$ cat src/hw/rtl/tpad_pkg.sv
// ----------------------------------------------------------------------------
// tpad_pkg: shared definitions for the TRIAC phase-angle dimmer
// Counter widths, register indexes, reset values and the divide constant.
// ----------------------------------------------------------------------------
`default_nettype none

package tpad_pkg;

	localparam int COUNT_BITS  = 20;
	localparam int OFFSET_BITS = COUNT_BITS - 1;
	localparam int PROD_BITS   = 23;  // (100 - b) * half + 99 stays below 2^23
	localparam int QUOT_BITS   = 16;
	localparam int RECIP_BITS  = 31;
	localparam int RECIP_SHIFT = 37;

	// floor(x / 100) == (x * RECIP) >> 37 for every x below 2^32
	localparam logic [RECIP_BITS-1:0] RECIP = 31'd1374389535;

	localparam logic [COUNT_BITS-1:0] COUNT_MAX = {COUNT_BITS{1'b1}};

	localparam logic [6:0]  BRIGHT_FULL = 7'd100;
	localparam logic [15:0] HALF_RESET  = 16'd8333;
	localparam logic [9:0]  PULSE_RESET = 10'd100;
	localparam logic [6:0]  CEIL_BIAS   = 7'd99;

	localparam logic [1:0] REG_BRIGHTNESS = 2'd0;
	localparam logic [1:0] REG_HALF       = 2'd1;
	localparam logic [1:0] REG_PULSE      = 2'd2;

	// (100 - 0) * 8333 + 99
	localparam logic [PROD_BITS-1:0] PROD_RESET = 23'd833399;

	typedef struct packed {
		logic gate_drive;
		logic trigger_armed;
	} result_t;

endpackage

`default_nettype wire

$ cat src/hw/rtl/tpad_delay.sv
// ----------------------------------------------------------------------------
// tpad_delay: firing delay from the scaled half period and crossing offset
// Divide the biased product by 100, add the offset and saturate.
// ----------------------------------------------------------------------------
`default_nettype none

module tpad_delay
	import tpad_pkg::*;
(
	input  wire logic [PROD_BITS-1:0]   prod,
	input  wire logic [OFFSET_BITS-1:0] offset,
	output logic      [COUNT_BITS-1:0]  delay
);

	logic [PROD_BITS+RECIP_BITS-1:0] scaled;
	logic [QUOT_BITS-1:0]            quot;
	logic [COUNT_BITS:0]             sum;

	always_comb begin
		scaled = {{RECIP_BITS{1'b0}}, prod} * {{PROD_BITS{1'b0}}, RECIP};
		quot   = scaled[RECIP_SHIFT+QUOT_BITS-1:RECIP_SHIFT];
		sum    = (COUNT_BITS+1)'(quot) + (COUNT_BITS+1)'(offset);
		// clamp at the counter ceiling
		if (sum > (COUNT_BITS+1)'(COUNT_MAX)) begin
			delay = COUNT_MAX;
		end else begin
			delay = sum[COUNT_BITS-1:0];
		end
	end

endmodule

`default_nettype wire

$ cat src/hw/rtl/triac_phase_angle_dimmer.sv
// ----------------------------------------------------------------------------
// triac_phase_angle_dimmer: TRIAC phase-angle control with zero-cross timing
// One input transaction per microsecond tick; one result transaction per tick.
// ----------------------------------------------------------------------------
// Each result is registered into the result buffer when its tick transaction is taken.
// Throughput: one tick per cycle while the result buffer is not full; the tick
// update is a single pass through the edge logic, the divide-by-100 multiplier and
// the trigger compare. A two-entry result buffer keeps input open while one result waits.
// Reset (arst_n low, asynchronous): all tick state cleared, registers back
// to brightness 0, half period 8333, pulse 100; no clearing pass.
`default_nettype none

module triac_phase_angle_dimmer
	import tpad_pkg::*;
(
	input  wire logic        clk,
	input  wire logic        arst_n,
	// configuration write port
	input  wire logic        cfg_we,
	input  wire logic [1:0]  cfg_index,
	input  wire logic [15:0] cfg_wdata,
	// tick input; s_tdata: [0] zero_cross_level, [7:1] zero
	input  wire logic        s_tvalid,
	output logic             s_tready,
	input  wire logic [7:0]  s_tdata,
	// result output; m_tdata: [0] gate_drive, [1] trigger_armed, [7:2] zero
	output logic             m_tvalid,
	input  wire logic        m_tready,
	output logic      [7:0]  m_tdata
);

	// Configuration registers; the scaled half period is rebuilt on each brightness
	// or half-period write so the tick path only has to divide it.
	logic [6:0]           brightness_q;
	logic [15:0]          half_q;
	logic [9:0]           pulse_q;
	logic [PROD_BITS-1:0] prod_q;

	logic [6:0]           bright_clamp;
	logic [6:0]           bright_new;
	logic [6:0]           span_src;
	logic [15:0]          half_src;
	logic [PROD_BITS-1:0] prod_new;

	always_comb begin
		bright_clamp = (brightness_q > BRIGHT_FULL) ? BRIGHT_FULL : brightness_q;
		bright_new   = (cfg_wdata[6:0] > BRIGHT_FULL) ? BRIGHT_FULL : cfg_wdata[6:0];
		// pick the operands: the one being written, the stored other one
		if (cfg_index == REG_BRIGHTNESS) begin
			span_src = BRIGHT_FULL - bright_new;
			half_src = half_q;
		end else begin
			span_src = BRIGHT_FULL - bright_clamp;
			half_src = cfg_wdata;
		end
		prod_new = PROD_BITS'(span_src) * PROD_BITS'(half_src) + PROD_BITS'(CEIL_BIAS);
	end

	always_ff @(posedge clk or negedge arst_n) begin
		if (!arst_n) begin
			brightness_q <= '0;
			half_q       <= HALF_RESET;
			pulse_q      <= PULSE_RESET;
			prod_q       <= PROD_RESET;
		end else if (cfg_we) begin
			unique case (cfg_index)
				REG_BRIGHTNESS: begin
					brightness_q <= cfg_wdata[6:0];
					prod_q       <= prod_new;
				end
				REG_HALF: begin
					half_q <= cfg_wdata;
					prod_q <= prod_new;
				end
				REG_PULSE: begin
					pulse_q <= cfg_wdata[9:0];
				end
				default: begin
					// unknown index: drop the write
				end
			endcase
		end
	end

	// Tick state
	logic                   seen_high_q;
	logic [COUNT_BITS-1:0]  elapsed_q;
	logic [OFFSET_BITS-1:0] offset_q;
	logic                   armed_q;
	logic [COUNT_BITS-1:0]  fire_delay_q;
	logic [9:0]             pulse_rem_q;

	logic                   level;
	logic                   rising;
	logic                   falling;
	logic [COUNT_BITS-1:0]  elapsed_n;
	logic [OFFSET_BITS-1:0] offset_n;
	logic                   seen_high_n;
	logic                   armed_mid;
	logic                   armed_n;
	logic [COUNT_BITS-1:0]  fire_delay_n;
	logic                   fire;
	logic [9:0]             pulse_cur;
	logic [9:0]             pulse_rem_n;
	logic [COUNT_BITS-1:0]  delay_new;
	result_t                res;

	tpad_delay u_delay (
		.prod   (prod_q),
		.offset (offset_q),
		.delay  (delay_new)
	);

	always_comb begin
		level   = s_tdata[0];
		rising  = level && !seen_high_q;
		falling = !level && seen_high_q;

		// restart on a rising edge, otherwise advance and hold at the ceiling
		if (rising) begin
			elapsed_n = '0;
		end else if (elapsed_q != COUNT_MAX) begin
			elapsed_n = elapsed_q + COUNT_BITS'(1);
		end else begin
			elapsed_n = elapsed_q;
		end

		offset_n     = offset_q;
		seen_high_n  = seen_high_q;
		armed_mid    = armed_q;
		fire_delay_n = fire_delay_q;
		if (rising) begin
			fire_delay_n = delay_new;
			armed_mid    = 1'b1;
			seen_high_n  = 1'b1;
		end else if (falling) begin
			// the crossing center sits half the high time past the rising edge
			offset_n    = elapsed_n[COUNT_BITS-1:1];
			seen_high_n = 1'b0;
		end

		fire      = armed_mid && (elapsed_n >= fire_delay_n);
		armed_n   = fire ? 1'b0 : armed_mid;
		pulse_cur = fire ? pulse_q : pulse_rem_q;

		res.gate_drive    = (pulse_cur != '0);
		res.trigger_armed = armed_n;
		pulse_rem_n       = res.gate_drive ? pulse_cur - 10'd1 : '0;
	end

	logic s_fire;
	logic m_fire;

	assign s_fire = s_tvalid && s_tready;
	assign m_fire = m_tvalid && m_tready;

	always_ff @(posedge clk or negedge arst_n) begin
		if (!arst_n) begin
			seen_high_q  <= 1'b0;
			elapsed_q    <= '0;
			offset_q     <= '0;
			armed_q      <= 1'b0;
			fire_delay_q <= '0;
			pulse_rem_q  <= '0;
		end else if (s_fire) begin
			seen_high_q  <= seen_high_n;
			elapsed_q    <= elapsed_n;
			offset_q     <= offset_n;
			armed_q      <= armed_n;
			fire_delay_q <= fire_delay_n;
			pulse_rem_q  <= pulse_rem_n;
		end
	end

	// Two-entry result buffer: head in slot 0, overflow in slot 1.
	result_t   slot0_q;
	result_t   slot1_q;
	logic [1:0] count_q;

	assign s_tready = (count_q != 2'd2);
	assign m_tvalid = (count_q != 2'd0);
	assign m_tdata  = {6'b0, slot0_q.trigger_armed, slot0_q.gate_drive};

	always_ff @(posedge clk or negedge arst_n) begin
		if (!arst_n) begin
			count_q <= 2'd0;
		end else begin
			case ({s_fire, m_fire})
				2'b10: count_q <= count_q + 2'd1;
				2'b01: count_q <= count_q - 2'd1;
				default: count_q <= count_q;
			endcase
		end
	end

	always_ff @(posedge clk) begin
		case ({s_fire, m_fire})
			2'b11: begin
				// advance the head and append
				if (count_q == 2'd1) begin
					slot0_q <= res;
				end else begin
					slot0_q <= slot1_q;
					slot1_q <= res;
				end
			end
			2'b10: begin
				if (count_q == 2'd0) begin
					slot0_q <= res;
				end else begin
					slot1_q <= res;
				end
			end
			2'b01: begin
				slot0_q <= slot1_q;
			end
			default: begin
				// hold
			end
		endcase
	end

endmodule

`default_nettype wire
$ cat config.mk
export PLATFORM = sky130hd
export DESIGN_NAME = triac_phase_angle_dimmer
export DESIGN_NICKNAME = d
export VERILOG_FILES = /design/src/hw/rtl/tpad_pkg.sv /design/src/hw/rtl/tpad_delay.sv /design/src/hw/rtl/triac_phase_angle_dimmer.sv
export SDC_FILE = /design/constraint.sdc
export NUM_CORES = 1
export LEC_CHECK = 0
export BUFFER_PORTS_ARGS = -buffer_cell sky130_fd_sc_hd__buf_2
export CAP_MARGIN = 20
export CORE_MARGIN = 2
export CORE_UTILIZATION = 56
export CTS_BUF_LIST = sky130_fd_sc_hd__clkbuf_4 sky130_fd_sc_hd__clkbuf_8
export DETAILED_ROUTE_END_ITERATION = 7
export PLACE_DENSITY = 0.72
export SYNTH_ARGS = -nofsm -noshare
export SYNTH_HDL_FRONTEND = slang
export SYNTH_SLANG_ARGS = --single-unit
$ cat constraint.sdc
create_clock -name clk -period 12.8 [get_ports clk]
set_clock_uncertainty 0.2 [all_clocks]
set_input_delay 1.28 -clock clk [delete_from_list [all_inputs] [get_ports clk]]
set_output_delay 1.28 -clock clk [all_outputs]
set_load 0.01 [all_outputs]
==> summary.md, run 1 <==
| Metric | Value |
|---|---|
| Status | completed |
| Pre-antenna DRT Iters | 4 |
| Initial antenna violation count | 0 |
| Minimum clock period | 12.14 ns |
| Most numerous cell in the Yosys netlist | inv_1 |
| CP Launch Type | flop |
| Hold crit path type | reg2reg |
| Async S/R FF share, synth | a little over nine tenths |
| Vias/cell | between 5 and 6 |
| Leading post-synthesis cells by cell area | fa_1, ha_1, dfrtp_1 |
| Post-Syn Area | 0.0223 mm2 |
| Flip-flop and latch area | 0.00338 mm2 |
| Post-synth EDFFs | 4 |
| Yosys reg bits | between 100 and 150 |
| Synth top cells by count | inv_1, ha_1, fa_1, nand2_1, nor2_1 |
| Die Wd | ~200 um |
| CP Capture Type | flop |
| Setup slack, reg-to-reg | roughly 0.66 ns |
| Min-Delay Path Depth | 2 |
| CP dominant cell by count | fa_1 |
| PortBufs | 27 |
| Initial core utilization | 56.5% |
| Largest family of logic cells by synthesized area | adder cells |
| Design area | 0.0236 mm2 |
| Largest net degree at the start of global routing | 80 |
| Max layer used | met4 |
| RR Endpoint | m_tdata[0] |
| Compound-cell area share of the yosys netlist | 9.26% |
| Placer Congestion | 0.957 |
| Slowest-stage cell, CP | fa_2 |
| Final ANT Viol Nets | 0 |
| Setup Viol. Count Final | 0 |
| Core area | 0.0395 mm2 |
| Critical path peak fanout | 12 |
| DR DRC count | 0 |
| Total number of vias | 15,948 |
| Clock sinks | about 130 |
| DR iter-0 viols | 769 |
| Reg2reg path depth | 44 |
| Synth unique cells | 76 |
| I/O pin count | 41 |
| Layout cell share with drive strength beyond 1 | 8.29% |
| Slowest Stage Delay on Critical Path | 0.69 ns |
| Reg clk slew, reported paths | 0.08 ns |
| Die Y | around 200 um |
| Area delta synth->final | 5.88% |
| Synth top area share | around 28% |
| Multiplexer area fraction after synthesis | 5.07% |
| Worst EP arrival | roughly 12 ns |
| Synth Area in XOR/XNOR | approximately 2.7% |
| Clock Tree Buf Depth | 2 |
| Synth Area per Inst | approximately 9.5 um2 |
| Register area share after synthesis | 15.1% |
| Multi-input gate area | 0.0168 mm2 |
| Post-DP Area | 0.0231 mm2 |
| M1 wire length | 21,800 um |
| Cts bufs inserted | 17 |
| H-tree depth | 4 |
| DRT Wirelength | 49,700 um |
| Relative slew margins | 24.6% |
| Hold Startpoint | fire_delay_q[0] |
| Critical Path RT | roughly 13 ns |
| Max-slew violations | 0 |
| Fill cells | roughly 3,400 |
| Drt wl/cell | 17.1 um |
| Synth Area in Simple Gates | 9.78% |
| First-pass GRT wire length | 82,800 um |
| Ys Warns | 0 |
| Max_cap viols | 0 |
| Number of global-route vias before repair | 16,647 |
| FMAX | 82.4 MHz |
| Routed wire length on met2 | approximately 24,000 um |
| CTS tree | done |
| GRT Total Usage | 25.1% |
| Die area | roughly 0.041 mm2 |
| Hold path endpoint | fire_delay_q[0] |
| Synth Area in Adders | between 40% and 50% |
| R2R Path Start | prod_q[11] |
| Final worst path period share | ~95% |
| Post-detail-place hpwl | about 42,000 um |
| Met3 WL | 2450 um |
| Main synth FF type | dfrtp_1 |
| Clock root cell | clkbuf_8 |
| Diode count | 0 |
| Critical path class | reg2reg |
| Cell Rows | 73 |
| Post-synth top area cell | fa_1 |
| Final Hold Viols | 0 |
| Worst slew pin tran | 1.13 ns |
| Nets | 3,077 |
| Grt ovf | 0 |
| Worst-skew pair later-pin latency | 0.48 ns |
| Post-Synthesis Cells | 2,351 |
sequential cells by signal, indices dropped and copies added, names as in the netlist:
name          count
elapsed_q        20
seen_high_q       1
fire_delay_q     20
m_tdata           2
prod_q           23
count_q           2
pulse_q          10
pulse_rem_q      10
half_q           16
slot1_q           2
offset_q         19
armed_q           1
brightness_q      7
how the worst max path moves through the flow:
| stage | start | endpoint | slack (ns) | depth (start not counted) |
|---|---|---|---|---|
| floorplan | prod_q[6] | m_tdata[0] | 1.56 | 44 |
| CTS | prod_q[11] | m_tdata[0] | 0.29 | 44 |
| global route | prod_q[11] | m_tdata[0] | -0.03 | 44 |
| detailed placement | prod_q[11] | m_tdata[0] | 0.32 | 44 |
| finish | prod_q[11] | m_tdata[0] | 0.66 | 44 |
| global placement | prod_q[11] | m_tdata[0] | 0.53 | 44 |
logic make-up (layout without fill, tap and decap cells):
logic type      count (synthesis)  in the layout
other cells                     1              6
compound gates                315            315
buf+inv                       577            608
simple gates                  480            480
mux                           105            105
flops                         133            133
xor+xnor                       68             68
fa+ha+maj                     672            672
worst max-delay path: cells and delay by family, from the launching register on:
kind            cells  cell delay, ns
simple gates       10            1.73
mux                 3            0.90
buf+inv             5            0.43
fa+ha+maj          11            4.83
flops               1            0.52
compound gates     14            2.94
xor+xnor            1            0.31
layout make-up:
type                       count  area share [%]
clock buffer                  23            1.29
clock inverter                 9           0.688
inverter                     526            8.35
multi-input combinational   1646            71.2
sequential                   133            14.3
tap                          525            2.78
timing repair buffer          50            1.38
through the flow:
stage	setup TNS (ns)	utilization (%)	std cells	worst slack [ns]	hold slack [ns]
6_report	0	59.8	2912	0.663	0.279
5_1_grt	-0.0337	59.8	2912	-0.0337	0.309
4_1_cts	0	59.6	2908	0.290	0.282
3_5_place_dp	0	58.4	2876	0.321	0.261
3_3_place_gp	0	58.3	2874	0.533	0.255
2_1_floorplan	0	-	2356	1.56	0.242
metal layers:
metal | global-route usage [%] | vias to the layer above
met2 | 42.6 | 372
met1 | 33.0 | 7882
met3 | 3.96 | 76
met5 | 0 | -
met4 | 7.87 | 0
li1 | - | 7618
what timing repair did:
item | CTS | global route
buffers inserted | 0 | 2
hold endpoints to repair | 0 | 0
resized for setup | 0 | 9
setup endpoints to repair | 0 | 12
hold buffers | 0 | 0
cell usage in the layout (no fill, tap or decap), types with 28 or more instances in the layout:
cell       n
a21o_1    31
a21oi_1   61
dfrtp_1  106
fa_1     315
ha_1     355
inv_1    526
mux2_2    65
mux2i_1   39
nand2_1  200
nand3_1   34
nor2_1   115
o21ai_0  101
xnor2_1   40
xor2_1    28
Power of run 1 is not shown: default switching activity piles up to over one toggle a cycle in this logic, so the estimate is an artifact.
==> run 2: changes to the inputs <==
==> constraint.sdc (replaced) <==
create_clock -name clk -period 11.9 [get_ports clk]
set_clock_uncertainty 0.2 [all_clocks]
set_input_delay 1.19 -clock clk [delete_from_list [all_inputs] [get_ports clk]]
set_output_delay 1.19 -clock clk [all_outputs]
set_load 0.01 [all_outputs]
==> summary.md, run 2 (synthesis gave the netlist of run 1 again) <==
| Metric | Value |
|---|---|
| PortBufs | 27 (unchanged) |
| Die area | 0.0415 mm2 (unchanged) |
| Routed wire length on met2 | 24,600 um (+2.1%) |
| H-tree depth | 4 (unchanged) |
| Multi-input gate area | 0.0169 mm2 (+0.63%) |
| M1 wire length | 22,700 um (+4.0%) |
| Max-slew violations | 0 (unchanged) |
| Initial core utilization | 56.5% (unchanged) |
| Status | completed |
| Final ANT Viol Nets | 0 (unchanged) |
| DRT Wirelength | 50,900 um (+2.4%) |
| CTS tree | done |
| Clock Tree Buf Depth | 2 (unchanged) |
| Setup slack, reg-to-reg | 0.38 ns (-0.28 ns) |
| DR DRC count | 0 (unchanged) |
| Setup Viol. Count Final | 0 (unchanged) |
| RR Endpoint | m_tdata[0] |
| Hold path endpoint | fire_delay_q[6] |
| Worst slew pin tran | 1.05 ns (-0.0795 ns) |
| Pre-antenna DRT Iters | 6 (+2) |
| FMAX | 86.8 MHz (+5.4%) |
| Worst-skew pair later-pin latency | 0.47 ns (about the same) |
| CP Capture Type | flop |
| Min-Delay Path Depth | 2 (unchanged) |
| I/O pin count | 41 (unchanged) |
| Critical path peak fanout | 4 (-8) |
| Met3 WL | 2540 um (+3.8%) |
| CP dominant cell by count | fa_1 |
| Reg2reg path depth | 44 (unchanged) |
| Cts bufs inserted | 17 (unchanged) |
| Total number of vias | 16,186 (+1.5%) |
| Max layer used | met4 |
| CTS Hold Bufs | 0 (unchanged) |
| Inst Count DP | 2,903 (+0.94%) |
| Slowest Stage Delay on Critical Path | 0.66 ns (-0.03 ns) |
| GRT Total Usage | 25.6% (+0.51 points) |
| Die Wd | 204 um (unchanged) |
| Area delta synth->final | 7.19% |
| Design area | 0.0239 mm2 (+1.2%) |
| Drt wl/cell | 17.3 um (+1.2%) |
| DR iter-0 viols | 949 (+23%) |
| Post-detail-place hpwl | 43,100 um (+2.4%) |
| Most common cell after layout, fill and taps aside | inv_1 |
| Non-Filler Instances | 2,945 (+1.1%) |
| Diode count | 0 (unchanged) |
| Placer Congestion | 0.961 (+0.38%) |
| Reg clk slew, reported paths | 0.09 ns (about the same) |
| Slowest-stage cell, CP | fa_2 |
| Max FFs per register | 23 (unchanged) |
| Hold Startpoint | fire_delay_q[6] |
| Layout cell share with drive strength beyond 1 | 10.4% (+2.1 points) |
| Flip-flop and latch area | 0.00338 mm2 (about the same) |
| Most flop-heavy register | prod_q |
| Minimum clock period | 11.52 ns (-0.619 ns) |
| Fill cells | 3,290 (-2.6%) |
| TNS Setup | 0 ns (unchanged) |
| R2R Path Start | prod_q[3] |
| First-pass GRT wire length | 84,100 um (+1.7%) |
| Grt ovf | 0 (unchanged) |
| Worst EP arrival | 11.52 ns (-0.63 ns) |
| Initial antenna violation count | 0 (unchanged) |
| Final Hold Viols | 0 (unchanged) |
| Hold crit path type | reg2reg |
| Vias/cell | 5.50 (+0.36%) |
| Most frequent cells in the layout | inv_1, ha_1, fa_1 |
| Final worst path period share | 96.8% (+2.0 points) |
| Post-DP Area | 0.0233 mm2 (+0.88%) |
| Largest regs | prod_q (23), elapsed_q (20), fire_delay_q (20) |
| Largest net degree at the start of global routing | 79 (-1.3%) |
| Number of global-route vias before repair | 16,841 (+1.2%) |
| Clock sinks | 133 (unchanged) |
| Critical path class | reg2reg |
| Cell Rows | 73 (unchanged) |
| Max_cap viols | 0 (unchanged) |
| Die Y | 204 um (unchanged) |
| CP Launch Type | flop |
| Clock root cell | clkbuf_8 |
| Nets | 3,110 (+1.1%) |
| Core area | 0.0395 mm2 (unchanged) |
| Relative slew margins | 30.0% (+5.4 points) |
| Critical Path RT | 11.90 ns (-0.91 ns) |
[run 2: layout make-up]
class / instances / area share [%]
Clock inverter: 13 / 0.606
Inverter: 526 / 8.25
Multi-Input combinational cell: 1646 / 70.8
Clock buffer: 19 / 1.09
Sequential cell: 133 / 14.1
Tap cell: 525 / 2.74
Timing Repair Buffer: 83 / 2.40
[run 2: worst max path at each step]
stage	slack (ns)	to	from	cells past startpoint
after global placement	0.35	m_tdata[0]	prod_q[6]	44
after global routing	-0.02	pulse_rem_q[4]	prod_q[20]	48
after CTS	0.07	m_tdata[0]	prod_q[3]	44
after floorplan	0.66	m_tdata[0]	prod_q[6]	44
after detailed placement	0.15	m_tdata[0]	prod_q[12]	45
final	0.38	m_tdata[0]	prod_q[3]	44
[run 2: worst max-delay path: cells and delay by family (launching register included)]
kind / cells / cell delay [ns]
fa+ha+maj: 11 / 4.82
mux: 3 / 0.73
xor+xnor: 1 / 0.18
flops: 1 / 0.43
buf+inv: 7 / 0.63
simple gates: 11 / 1.90
compound gates: 11 / 2.32
[run 2: stage by stage]
stage | util [%] | hold slack (ns) | setup slack [ns]
after global placement | 58.8 | 0.256 | 0.352
after detailed placement | 58.9 | 0.270 | 0.153
after global routing | 60.5 | 0.319 | -0.0220
after floorplan | - | 0.242 | 0.661
after CTS | 59.9 | 0.287 | 0.0712
final | 60.5 | 0.282 | 0.382
[run 2: metal layers]
layer / GRT usage, % / vias up
met4: 6.23 / 0
met3: 3.28 / 65
met2: 43.3 / 400
met5: 0 / -
li1: - / 7693
met1: 35.0 / 8028
[run 2: repair_timing]
action | CTS | global route
buffers inserted | 0 | 8
endpoints found under the setup margin | 0 | 12
resized for setup | 0 | 33
Power of run 2 is left out for the same reason.
